`src/rtl/core/apsd_pkg.sv`:
```
// shared constants, types and the threshold tier table for the step detector
`timescale 1ns / 1ps

package apsd_pkg;

    // sample and magnitude widths
    localparam int AXIS_W = 16;
    localparam int TIME_W = 32;
    localparam int MAG_W  = 16;
    localparam int CNT_W  = 32;
    localparam int RUN_W  = 8;

    typedef logic [MAG_W-1:0] mag_t;

    // swing averaging window
    localparam int WIN_DEPTH  = 4;
    localparam int WIN_FILL_W = $clog2(WIN_DEPTH + 1);
    localparam int SUM_W      = MAG_W + $clog2(WIN_DEPTH);

    // configuration port
    localparam int CFG_IDX_W  = 2;
    localparam int CFG_DATA_W = 16;

    localparam logic [CFG_IDX_W-1:0] CFG_MIN_PEAK = 2'd0;
    localparam logic [CFG_IDX_W-1:0] CFG_MIN_INTV = 2'd1;
    localparam logic [CFG_IDX_W-1:0] CFG_INIT_THR = 2'd2;

    // register values after reset
    localparam mag_t MIN_PEAK_RST = 16'd11000;
    localparam mag_t MIN_INTV_RST = 16'd250;
    localparam mag_t INIT_THR_RST = 16'd20000;

    // rise run needed before a fall counts as a peak
    localparam logic [RUN_W-1:0] PEAK_MIN_RUN = 8'd2;
    localparam logic [RUN_W-1:0] RUN_MAX      = 8'd255;

    // threshold tiers over the window mean
    localparam logic [31:0] TIER_LIM_3 = 32'd80000;
    localparam logic [31:0] TIER_LIM_2 = 32'd60000;
    localparam logic [31:0] TIER_LIM_1 = 32'd40000;
    localparam logic [31:0] TIER_LIM_0 = 32'd20000;
    localparam mag_t        TIER_THR_4 = 16'd30000;
    localparam mag_t        TIER_THR_3 = 16'd20000;
    localparam mag_t        TIER_THR_2 = 16'd12000;
    localparam mag_t        TIER_THR_1 = 16'd8000;
    localparam mag_t        TIER_THR_0 = 16'd5000;

    // map a window mean to its swing threshold
    function automatic mag_t tier_of_mean(input logic [SUM_W-1:0] mean);
        logic [31:0] m;
        mag_t        thr;
        m = 32'(mean);
        if (m >= TIER_LIM_3)
            thr = TIER_THR_4;
        else if (m >= TIER_LIM_2)
            thr = TIER_THR_3;
        else if (m >= TIER_LIM_1)
            thr = TIER_THR_2;
        else if (m >= TIER_LIM_0)
            thr = TIER_THR_1;
        else
            thr = TIER_THR_0;
        return thr;
    endfunction

endpackage

```
`src/rtl/core/accel_peak_step_detector.sv`:
```
// step detector top level: magnitude, square root, peak and valley tracking
`timescale 1ns / 1ps

// Takes one accelerometer sample per input transaction and returns one result
// transaction per sample. A sample occupies the block from acceptance to the
// next possible acceptance: the three axes are squared and summed through one
// shared 16x16 multiplier, the square root retires two radicand bits per
// cycle, and the peak/step update and the return to idle follow. The result
// sits in an output register, so a new sample can be accepted while the last
// result waits; the update cycle holds only if that register is still full.
// Configuration writes are taken at any time but are meant for idle periods;
// a write to initial_threshold also loads the live threshold.
module accel_peak_step_detector (
    input  logic                               clk,
    input  logic                               rst_n,
    // configuration
    input  logic                               cfg_wr_en,
    input  logic [apsd_pkg::CFG_IDX_W-1:0]     cfg_index,
    input  logic [apsd_pkg::CFG_DATA_W-1:0]    cfg_data,
    // sample channel
    input  logic                               in_valid,
    output logic                               in_stall,
    input  logic signed [apsd_pkg::AXIS_W-1:0] accel_x,
    input  logic signed [apsd_pkg::AXIS_W-1:0] accel_y,
    input  logic signed [apsd_pkg::AXIS_W-1:0] accel_z,
    input  logic [apsd_pkg::TIME_W-1:0]        time_ms,
    // result channel
    output logic                               out_valid,
    input  logic                               out_stall,
    output logic                               step_seen,
    output logic [apsd_pkg::CNT_W-1:0]         step_total,
    output logic [apsd_pkg::MAG_W-1:0]         swing_threshold
);
    import apsd_pkg::*;

    localparam logic [1:0] ST_IDLE = 2'd0;
    localparam logic [1:0] ST_SQR  = 2'd1;
    localparam logic [1:0] ST_ROOT = 2'd2;
    localparam logic [1:0] ST_UPD  = 2'd3;

    localparam int          ROOT_STEPS = MAG_W;
    localparam int          RCNT_W     = $clog2(ROOT_STEPS);
    localparam int          REM_W      = MAG_W + 1;
    localparam logic [1:0]  SQ_LAST    = 2'd3;

    // control
    logic [1:0]        state_reg, state_next;
    logic [1:0]        sq_cnt_reg;
    logic [RCNT_W-1:0] root_cnt_reg;

    // datapath
    logic [3*AXIS_W-1:0] abs_sr_reg;
    logic [31:0]         prod_reg;
    logic [31:0]         acc_reg;
    logic [REM_W-1:0]    rem_reg;
    mag_t                root_reg;
    logic [TIME_W-1:0]   time_reg;

    // configuration registers
    mag_t min_peak_reg;
    mag_t min_intv_reg;

    // detector state
    mag_t                  prev_mag_reg;
    logic                  rising_reg;
    logic [RUN_W-1:0]      rise_run_reg;
    logic [RUN_W-1:0]      run_before_fall_reg;
    mag_t                  valley_reg;
    logic [TIME_W-1:0]     last_step_reg;
    mag_t                  thr_reg;
    mag_t                  window_reg [WIN_DEPTH];
    logic [SUM_W-1:0]      win_sum_reg;
    logic [WIN_FILL_W-1:0] win_fill_reg;
    logic [CNT_W-1:0]      steps_reg;

    // output register
    logic out_valid_reg;
    logic step_seen_reg;

    logic in_take;
    logic out_free;
    logic upd_fire;

    assign in_stall  = (state_reg != ST_IDLE);
    assign in_take   = in_valid && !in_stall;
    assign out_free  = !out_valid_reg || !out_stall;
    assign upd_fire  = (state_reg == ST_UPD) && out_free;

    assign out_valid       = out_valid_reg;
    assign step_seen       = step_seen_reg;
    assign step_total      = steps_reg;
    assign swing_threshold = thr_reg;

    // absolute values of the axes, most negative code maps to 32768
    logic [AXIS_W-1:0] abs_x, abs_y, abs_z;
    always_comb
    begin
        abs_x = accel_x[AXIS_W-1] ? AXIS_W'(-accel_x) : AXIS_W'(accel_x);
        abs_y = accel_y[AXIS_W-1] ? AXIS_W'(-accel_y) : AXIS_W'(accel_y);
        abs_z = accel_z[AXIS_W-1] ? AXIS_W'(-accel_z) : AXIS_W'(accel_z);
    end

    // one square root digit: two radicand bits in, one root bit out
    logic [REM_W+1:0] rem_shift;
    logic [REM_W+1:0] trial;
    logic             trial_ok;
    always_comb
    begin
        rem_shift = {rem_reg, acc_reg[31:30]};
        trial     = {1'b0, root_reg, 2'b01};
        trial_ok  = (rem_shift >= trial);
    end

    // peak, valley and step decision for the current magnitude
    mag_t                  mag;
    logic                  rising_n;
    logic [RUN_W-1:0]      rise_run_n;
    logic [RUN_W-1:0]      rbf_n;
    logic                  peak_hit;
    logic                  valley_hit;
    mag_t                  swing;
    logic [TIME_W-1:0]     elapsed;
    logic                  step_hit;
    logic                  win_full;
    logic [SUM_W-1:0]      mean;
    always_comb
    begin
        mag        = root_reg;
        rising_n   = (mag >= prev_mag_reg);
        rise_run_n = rising_n ? ((rise_run_reg < RUN_MAX) ? rise_run_reg + 1'b1 : rise_run_reg)
                              : '0;
        rbf_n      = rising_n ? run_before_fall_reg : rise_run_reg;
        peak_hit   = (prev_mag_reg != '0) && !rising_n && rising_reg &&
                     (rbf_n >= PEAK_MIN_RUN) && (prev_mag_reg >= min_peak_reg);
        valley_hit = (prev_mag_reg != '0) && !peak_hit && !rising_reg && rising_n;
        swing      = (prev_mag_reg > valley_reg) ? mag_t'(prev_mag_reg - valley_reg) : '0;
        elapsed    = time_reg - last_step_reg;
        step_hit   = peak_hit && (elapsed >= TIME_W'(min_intv_reg)) && (swing >= thr_reg);
        win_full   = (win_fill_reg == WIN_FILL_W'(WIN_DEPTH));
        mean       = SUM_W'(win_sum_reg / WIN_DEPTH);
    end

    // sequencer
    always_comb
    begin
        state_next = state_reg;
        unique case (state_reg)
            ST_IDLE: if (in_take) state_next = ST_SQR;
            ST_SQR:  if (sq_cnt_reg == SQ_LAST) state_next = ST_ROOT;
            ST_ROOT: if (root_cnt_reg == RCNT_W'(ROOT_STEPS - 1)) state_next = ST_UPD;
            ST_UPD:  if (out_free) state_next = ST_IDLE;
            default: state_next = ST_IDLE;
        endcase
    end

    // control registers
    always_ff @(posedge clk or negedge rst_n)
    begin
        if (!rst_n)
        begin
            state_reg    <= ST_IDLE;
            sq_cnt_reg   <= '0;
            root_cnt_reg <= '0;
        end
        else
        begin
            state_reg <= state_next;
            if (in_take)
                sq_cnt_reg <= '0;
            else if (state_reg == ST_SQR)
                sq_cnt_reg <= sq_cnt_reg + 1'b1;
            if (state_reg == ST_SQR)
                root_cnt_reg <= '0;
            else if (state_reg == ST_ROOT)
                root_cnt_reg <= root_cnt_reg + 1'b1;
        end
    end

    // squaring and square root datapath
    always_ff @(posedge clk)
    begin
        if (in_take)
        begin
            abs_sr_reg <= {abs_z, abs_y, abs_x};
            acc_reg    <= '0;
            time_reg   <= time_ms;
        end
        else if (state_reg == ST_SQR)
        begin
            // axis squares one per cycle, each summed in the next cycle, modulo 2^32
            if (sq_cnt_reg != SQ_LAST)
            begin
                prod_reg   <= abs_sr_reg[AXIS_W-1:0] * abs_sr_reg[AXIS_W-1:0];
                abs_sr_reg <= abs_sr_reg >> AXIS_W;
            end
            if (sq_cnt_reg != '0)
                acc_reg <= acc_reg + prod_reg;
            rem_reg  <= '0;
            root_reg <= '0;
        end
        else if (state_reg == ST_ROOT)
        begin
            acc_reg <= acc_reg << 2;
            if (trial_ok)
            begin
                rem_reg  <= REM_W'(rem_shift - trial);
                root_reg <= {root_reg[MAG_W-2:0], 1'b1};
            end
            else
            begin
                rem_reg  <= REM_W'(rem_shift);
                root_reg <= {root_reg[MAG_W-2:0], 1'b0};
            end
        end
    end

    // configuration and detector state
    always_ff @(posedge clk or negedge rst_n)
    begin
        if (!rst_n)
        begin
            min_peak_reg        <= MIN_PEAK_RST;
            min_intv_reg        <= MIN_INTV_RST;
            thr_reg             <= INIT_THR_RST;
            prev_mag_reg        <= '0;
            rising_reg          <= 1'b0;
            rise_run_reg        <= '0;
            run_before_fall_reg <= '0;
            valley_reg          <= '0;
            last_step_reg       <= '0;
            win_sum_reg         <= '0;
            win_fill_reg        <= '0;
            steps_reg           <= '0;
            step_seen_reg       <= 1'b0;
        end
        else
        begin
            if (cfg_wr_en)
            begin
                unique case (cfg_index)
                    CFG_MIN_PEAK: min_peak_reg <= cfg_data;
                    CFG_MIN_INTV: min_intv_reg <= cfg_data;
                    default: ;
                endcase
            end
            // live threshold: tier from the mean before the new swing enters,
            // else a write to initial_threshold
            if (upd_fire && step_hit && win_full)
                thr_reg <= tier_of_mean(mean);
            else if (cfg_wr_en && (cfg_index == CFG_INIT_THR))
                thr_reg <= cfg_data;
            if (upd_fire)
            begin
                prev_mag_reg  <= mag;
                step_seen_reg <= step_hit;
                if (prev_mag_reg != '0)
                begin
                    rising_reg          <= rising_n;
                    rise_run_reg        <= rise_run_n;
                    run_before_fall_reg <= rbf_n;
                end
                if (valley_hit)
                    valley_reg <= prev_mag_reg;
                if (step_hit)
                begin
                    last_step_reg <= time_reg;
                    steps_reg     <= steps_reg + 1'b1;
                    if (!win_full)
                    begin
                        win_fill_reg <= win_fill_reg + 1'b1;
                        win_sum_reg  <= win_sum_reg + SUM_W'(swing);
                    end
                    else
                    begin
                        win_sum_reg <= win_sum_reg - SUM_W'(window_reg[0]) + SUM_W'(swing);
                    end
                end
            end
        end
    end

    // swing window, oldest entry at index zero
    always_ff @(posedge clk)
    begin
        if (upd_fire && step_hit)
        begin
            for (int i = 0; i < WIN_DEPTH - 1; i++)
                window_reg[i] <= window_reg[i+1];
            window_reg[WIN_DEPTH-1] <= swing;
        end
    end

    // output transaction handshake
    always_ff @(posedge clk or negedge rst_n)
    begin
        if (!rst_n)
            out_valid_reg <= 1'b0;
        else if (upd_fire)
            out_valid_reg <= 1'b1;
        else if (out_valid_reg && !out_stall)
            out_valid_reg <= 1'b0;
    end

    // checks
    a_out_from_update: assert property (@(posedge clk) disable iff (!rst_n)
        $rose(out_valid_reg) |-> $past(state_reg == ST_UPD))
        else $error("result raised outside the update cycle");

    a_step_counts: assert property (@(posedge clk) disable iff (!rst_n)
        (upd_fire && step_hit) |=> (steps_reg == $past(steps_reg) + 1'b1) && step_seen_reg)
        else $error("accepted step not counted");

    a_fill_bound: assert property (@(posedge clk) disable iff (!rst_n)
        win_fill_reg <= WIN_FILL_W'(WIN_DEPTH))
        else $error("window fill beyond depth");

    a_run_dir: assert property (@(posedge clk) disable iff (!rst_n)
        (rise_run_reg != '0) |-> rising_reg)
        else $error("rise run set while falling");

    a_no_take_busy: assert property (@(posedge clk) disable iff (!rst_n)
        (state_reg == ST_ROOT) |=> (state_reg == ST_ROOT) || (state_reg == ST_UPD))
        else $error("root iteration left early");

endmodule
```
`config.mk`:
```
export PLATFORM = sky130hd
export DESIGN_NAME = accel_peak_step_detector
export DESIGN_NICKNAME = d
export VERILOG_FILES = /design/src/rtl/core/apsd_pkg.sv /design/src/rtl/core/accel_peak_step_detector.sv
export SDC_FILE = /design/constraint.sdc
export NUM_CORES = 1
export LEC_CHECK = 0
export BUFFER_PORTS_ARGS = -buffer_cell sky130_fd_sc_hd__buf_2
export CORE_ASPECT_RATIO = 0.6
export CORE_MARGIN = 2
export CORE_UTILIZATION = 68
export CTS_CLUSTER_DIAMETER = 50
export CTS_CLUSTER_SIZE = 14
export DETAILED_ROUTE_END_ITERATION = 10
export GPL_ROUTABILITY_DRIVEN = 0
export PLACE_DENSITY_LB_ADDON = 0.3
export SLEW_MARGIN = 10
export SYNTH_ARGS = -nofsm -noshare
export SYNTH_HDL_FRONTEND = slang
export SYNTH_SLANG_ARGS = --single-unit
```
`constraint.sdc`:
```
create_clock -name clk -period 9.4 [get_ports clk]
set_input_delay 1.41 -clock clk [delete_from_list [all_inputs] [get_ports clk]]
set_output_delay 1.41 -clock clk [all_outputs]
set_load 0.1 [all_outputs]
```
Yosys cells after proc, flatten, opt, wreduce, memory -nomap -nowiden
Memory sizes are Yosys's and may differ from the RTL's.
Cells that the tools add are included.
- add/subtract/negate cells: 15
- multipliers: 1
- magnitude comparators: 12
- equal/unequal tests: 15
- multiplexer cells: 37
- bitwise gates (word level): 2
- reduce and logical (&&, ||, !) cells: 44
- operators by type and width (operator ; number):
    $mux 48 ; 3
    $mux 16 ; 7
    $mux 32 ; 3
    $ge 16x16->1 ; 3
    $neg 16->16 ; 3
    $add 18x16->18 ; 2
    $mux 17 ; 2
    $add 32x1->32 const B ; 1
    $add 32x32->32 ; 1
    $ge 16x16->1 const B ; 2
    $ge 32x16->1 ; 1
    $mul 16x16->32 ; 1
    $sub 32x32->32 ; 1
    $mux 15 ; 2
    $mux 8 ; 3
    $ge 19x18->1 ; 1
    $mux 18 ; 1
    $sub 18x16->18 ; 1
    $ge 16x17->1 const B ; 1
    $sub 17x17->17 ; 1
    $ge 16x15->1 const B ; 1
    $gt 16x16->1 ; 1
    $reduce_and 2->1 ; 8
    $reduce_bool 16->1 ; 1
    27 further kinds ; 75
- register bits after elaboration: 369
- bits in writable memories: 64
- input bits: 103
- output and inout bits: 51
- memories kept: 1
- memories (name ; words ; width ; read ports ; clocked after Yosys merged registers in ; wr ports ; line ; text):
    window_reg ; 4 ; 16 ; 4 ; 0 ; 4 ; accel_peak_step_detector.sv:71 ; mag_t window_reg [WIN_DEPTH];

Logic depth before layout (Yosys ltp)
- depth in word-level cells: 11
- mapped depth: 31
- mapped depth without buffers: 30

Least setup slack after synthesis
No wires, ideal clock.
- kind: reg2reg
- start: register abs_sr_reg[4]
- end: register prod_reg[30] (data pin)
- library setup time: 258 ps
- arrival time: 6053 ps
- required time: 9142 ps
- path slack: 3090 ps
- stages on the path, launching flop included: 24
- period minus slack after synthesis: 6310 ps
- cells stage by stage: edfxtp_1 clkbuf_1 clkbuf_1 nand2_1 fa_1 fa_1 inv_1 fa_1 fa_1 fa_1 inv_1 fa_1 inv_1 ha_1 a21o_1 a21o_1 a21oi_1 nor3b_1 a211oi_1 nor2_1 a21oi_1 a211o_1 a21oi_1 xnor2_1
- word-level cells in the longest chain between the ends: 1
- ends and longest elaborated chain (what ; line ; text):
    start: declaration ; accel_peak_step_detector.sv:52 ; logic [3*AXIS_W-1:0] abs_sr_reg;
    start signal: assignment ; accel_peak_step_detector.sv:184 ; abs_sr_reg <= {abs_z, abs_y, abs_x};
    start signal: assignment ; accel_peak_step_detector.sv:194 ; abs_sr_reg <= abs_sr_reg >> AXIS_W;
    $mul 16x16->32 ; accel_peak_step_detector.sv:193 ; prod_reg <= abs_sr_reg[AXIS_W-1:0] * abs_sr_reg[AXIS_W-1:0];
    end signal: assignment ; accel_peak_step_detector.sv:193 ;
    end: declaration ; accel_peak_step_detector.sv:53 ; logic [31:0] prod_reg;
Every way passes these cells.
A chain may end at the register's enable or synchronous reset.

Final worst setup path
- start: register prev_mag_reg[0]
- end: register win_sum_reg[16]
- word-level cells in the longest chain between the ends: 9
- elaborated cells on any way between the ends: 20
- classes of those cells: 3 x add/sub; 5 x order compare; 3 x mux; 9 x reduce/logical
- ends and longest elaborated chain (what ; line ; text):
    start: declaration ; accel_peak_step_detector.sv:64 ; mag_t prev_mag_reg;
    start signal: assignment ; accel_peak_step_detector.sv:254 ; prev_mag_reg <= mag;
    branches (longest 9 deep; another with $add 18x16->18) ; n/a ;
    end signal: assignment ; accel_peak_step_detector.sv:271 ; win_sum_reg <= win_sum_reg + SUM_W'(swing);
    end signal: assignment ; accel_peak_step_detector.sv:275 ; win_sum_reg <= win_sum_reg - SUM_W'(window_reg[0]) + SUM_W'(swing);
    end: declaration ; accel_peak_step_detector.sv:72 ; logic [SUM_W-1:0] win_sum_reg;
Parallel ways; which one is timed is not known.

==> run summary <==
DRC errors left: 0
number of cells on the worst hold path: 0
Max transition margin: 0.213
highest-count cells in the layout ignoring fill and taps: sky130_fd_sc_hd__inv_1 (495), sky130_fd_sc_hd__ha_1 (314), sky130_fd_sc_hd__nand2_1 (281), sky130_fd_sc_hd__edfxtp_1 (208), sky130_fd_sc_hd__nor2_1 (188)
FMAX: 137 MHz
Final Max Slew Viols: 0
commonest register cell after synthesis: sky130_fd_sc_hd__edfxtp_1
max-cap viol count: 0
Fill cells: 3246
area used by multi-input combinational logic: 18800 um2
transition time at the pin with the least slew margin: 1.18 ns
routed length per instance: 19.3 um
PortBufs: 153
n_diodes: 0
area enclosed by the die boundary: 49700 um2
CTS tree: yes
final worst path period share: 0.777
Largest register FFs: 64
Mapped Avg Cell Area: 9.80 um2
post-synthesis cell area: 32600 um2
count of endpoints failing setup in the final report: 0
Total Routed Length: 79300 um
cell with the largest stage delay on the worst path: sky130_fd_sc_hd__o41ai_1
crit-path max FO: 30
number of sinks driven by the clock tree: 424
dominant cell type by count on the critical path: sky130_fd_sc_hd__a21o_1
fraction of layout cells with a size suffix above 1: 0.0884
FF+latch count, synth: 424
CP required: 9.83 ns
number of buffers added by the clock tree synthesis step: 39
wire length of the first global-routing pass: 129000 um
post-synthesis cell type count: 80
site row count: 62
Layout Nets: 4034
total track usage: 0.323
Hold Buf Count CTS: 0
Crit path buffers/inverters: 4
number of enable flip-flop cells after synthesis: 208
final core utilization: 0.738
total number of H-tree levels: 2
most frequent standard cell in the layout excluding fill and tap cells: sky130_fd_sc_hd__inv_1
WS Path Type: reg2reg
endpoint with the worst hold slack: window_reg[0][9]
post-CTS setup buffers: 0
FF/Latch Area: 11500 um2
total number of vias: 25100
detailed placer's ending HPWL: 59800 um
share of synthesized flip-flops with an asynchronous set or reset: 0.434
setup repair after global routing missed its margin: no
die width: 287 um
clock-pin slew of the registers on the worst-case setup and hold paths: 0.07 ns
starting density of the core: 0.685
largest net degree at the start of global routing: 107
startpoint class of the critical path: flop
final hold violation count: 0
via count of the first global-routing pass: 25300
worst r2r dst: win_sum_reg[16]
syn_nets: 3923
post-synthesis instance total: 3323
TritonRoute pass-1 iters: 5
clock latency of the later-clocked register in the worst-skew pair: 0.57 ns
sequential cell area fraction in the yosys report: 0.353
Hold Startpoint: window_reg[1][9]
post-route clock skew: 0.0425 ns
number of cells on the worst reg-to-reg path: 30
class of the tightest hold or removal check: reg2reg
count of synthesis-stage warnings from yosys: 0
outcome: finished, final reports clean
area growth from synthesis to layout: 7.74%
cell family with the largest share of critical-path delay: compound AO/OA/AOI/OAI gates
min Tclk post-route: 7.30 ns
number of top-level pins: 154
Reg-to-Reg Start: prev_mag_reg[0]
die span in y: 174 um
worst-case clock buffer depth: 3
summed negative setup slack over all endpoints: 0 ns
Arrival @ worst endpoint: 7.73 ns
# resized after CTS: 0
Clock Tree Root: sky130_fd_sc_hd__clkbuf_16
Slowest Stage Delay on Critical Path: 0.67 ns
antenna violations before repair: 0
GR Overflow Total: 0
Core Region: 47600 um2
vias per std cell: 6.11
crit path capture type: flop
setup slack on the worst flop-to-flop path: 2.10 ns
drt initial violations: 2546
post-route antenna net violation count: 0
-- stage by stage --
stage,instances,hold slack [ns],cell area [um2],setup WS [ns]
after CTS,4103,0.421,35100,2.36
final,4103,0.420,35100,2.10
after global placement,4033,0.402,33900,2.76
after floorplan,3323,0.400,32600,3.09
after detailed placement,4033,0.405,33900,2.44
after global routing,4103,0.426,35100,1.79
-- worst register-to-register path: cells and delay by family (launching register included) --
family	cells	cell delay (ns)
AO/OA/AOI/OAI	16	4.21
adder cells (fa/ha/maj)	4	1.25
AND/OR/NAND/NOR	6	0.78
buffers and inverters	4	0.49
flip-flops	1	0.42
-- worst max-delay path by stage --
| stage | from | end | depth (start not counted) |
|---|---|---|---|
| 3_5_place_dp | prev_mag_reg[0] | win_sum_reg[17] | 30 |
| 6_report | prev_mag_reg[0] | win_sum_reg[16] | 30 |
| 5_1_grt | prev_mag_reg[0] | swing_threshold[8] | 28 |
| 2_1_floorplan | abs_sr_reg[4] | prod_reg[30] | 23 |
| 3_3_place_gp | prev_mag_reg[0] | win_sum_reg[16] | 30 |
| 4_1_cts | prev_mag_reg[0] | win_sum_reg[17] | 30 |
-- Yosys cell counts, types with 21 or more instances --
| master | instances | area (um2) |
|---|---|---|
| sky130_fd_sc_hd__mux2_1 | 29 | 327 |
| sky130_fd_sc_hd__a21o_1 | 63 | 473 |
| sky130_fd_sc_hd__nor2_1 | 189 | 709 |
| sky130_fd_sc_hd__nor2b_1 | 25 | 156 |
| sky130_fd_sc_hd__nand4_1 | 42 | 263 |
| sky130_fd_sc_hd__nand2b_1 | 26 | 163 |
| sky130_fd_sc_hd__xnor2_1 | 96 | 841 |
| sky130_fd_sc_hd__and2_1 | 68 | 425 |
| sky130_fd_sc_hd__dfrtp_1 | 165 | 4130 |
| sky130_fd_sc_hd__clkbuf_1 | 79 | 297 |
| sky130_fd_sc_hd__inv_1 | 495 | 1860 |
| sky130_fd_sc_hd__edfxtp_1 | 208 | 6250 |
| sky130_fd_sc_hd__mux2i_1 | 50 | 500 |
| sky130_fd_sc_hd__dfxtp_1 | 32 | 641 |
| sky130_fd_sc_hd__mux2_2 | 30 | 338 |
| sky130_fd_sc_hd__nand2_1 | 282 | 1060 |
| sky130_fd_sc_hd__o21bai_1 | 21 | 158 |
| sky130_fd_sc_hd__a21oi_1 | 158 | 791 |
| sky130_fd_sc_hd__o21ai_0 | 174 | 871 |
| sky130_fd_sc_hd__nor4_1 | 30 | 188 |
| sky130_fd_sc_hd__ha_1 | 314 | 3930 |
| sky130_fd_sc_hd__o21a_1 | 25 | 188 |
| sky130_fd_sc_hd__a31oi_1 | 21 | 131 |
| sky130_fd_sc_hd__or3_1 | 24 | 150 |
| sky130_fd_sc_hd__fa_1 | 183 | 3660 |
| sky130_fd_sc_hd__xor2_1 | 114 | 998 |
| sky130_fd_sc_hd__nand3_1 | 51 | 255 |
| sky130_fd_sc_hd__nor3_1 | 49 | 245 |
-- final cells by class --
cell class,count,area share
clock inverters,9,0.00299
inverters,497,0.0534
well taps,640,0.0228
repair buffers,171,0.0259
clock buffers,61,0.0317
flip-flops and latches,424,0.328
multi-input cells,2301,0.535
-- cells by family (layout without fill, tap and decap cells) --
| kind of cell | count (synthesis) | after routing | synth area share |
|---|---|---|---|
| AND/OR/NAND/NOR | 852 | 852 | 0.126 |
| AO/OA/AOI/OAI | 633 | 633 | 0.124 |
| buffers and inverters | 598 | 738 | 0.0707 |
| adder cells (fa/ha/maj) | 497 | 497 | 0.233 |
| flip-flops | 424 | 424 | 0.353 |
| XOR/XNOR | 210 | 210 | 0.0565 |
| multiplexers | 109 | 109 | 0.0358 |
-- routing by layer --
layer / vias to the layer above / wire length [um] / global-route usage
met3: 147 / 7900 / 0.0636
met1: 12200 / 35200 / 0.487
li1: 11600 / - / -
met4: 0 / 1460 / 0.0731
met5: - / 0 / 0
met2: 1143 / 34800 / 0.484
Power is not shown: default switching activity piles up to over one toggle a cycle in this logic, so the estimate is an artifact.
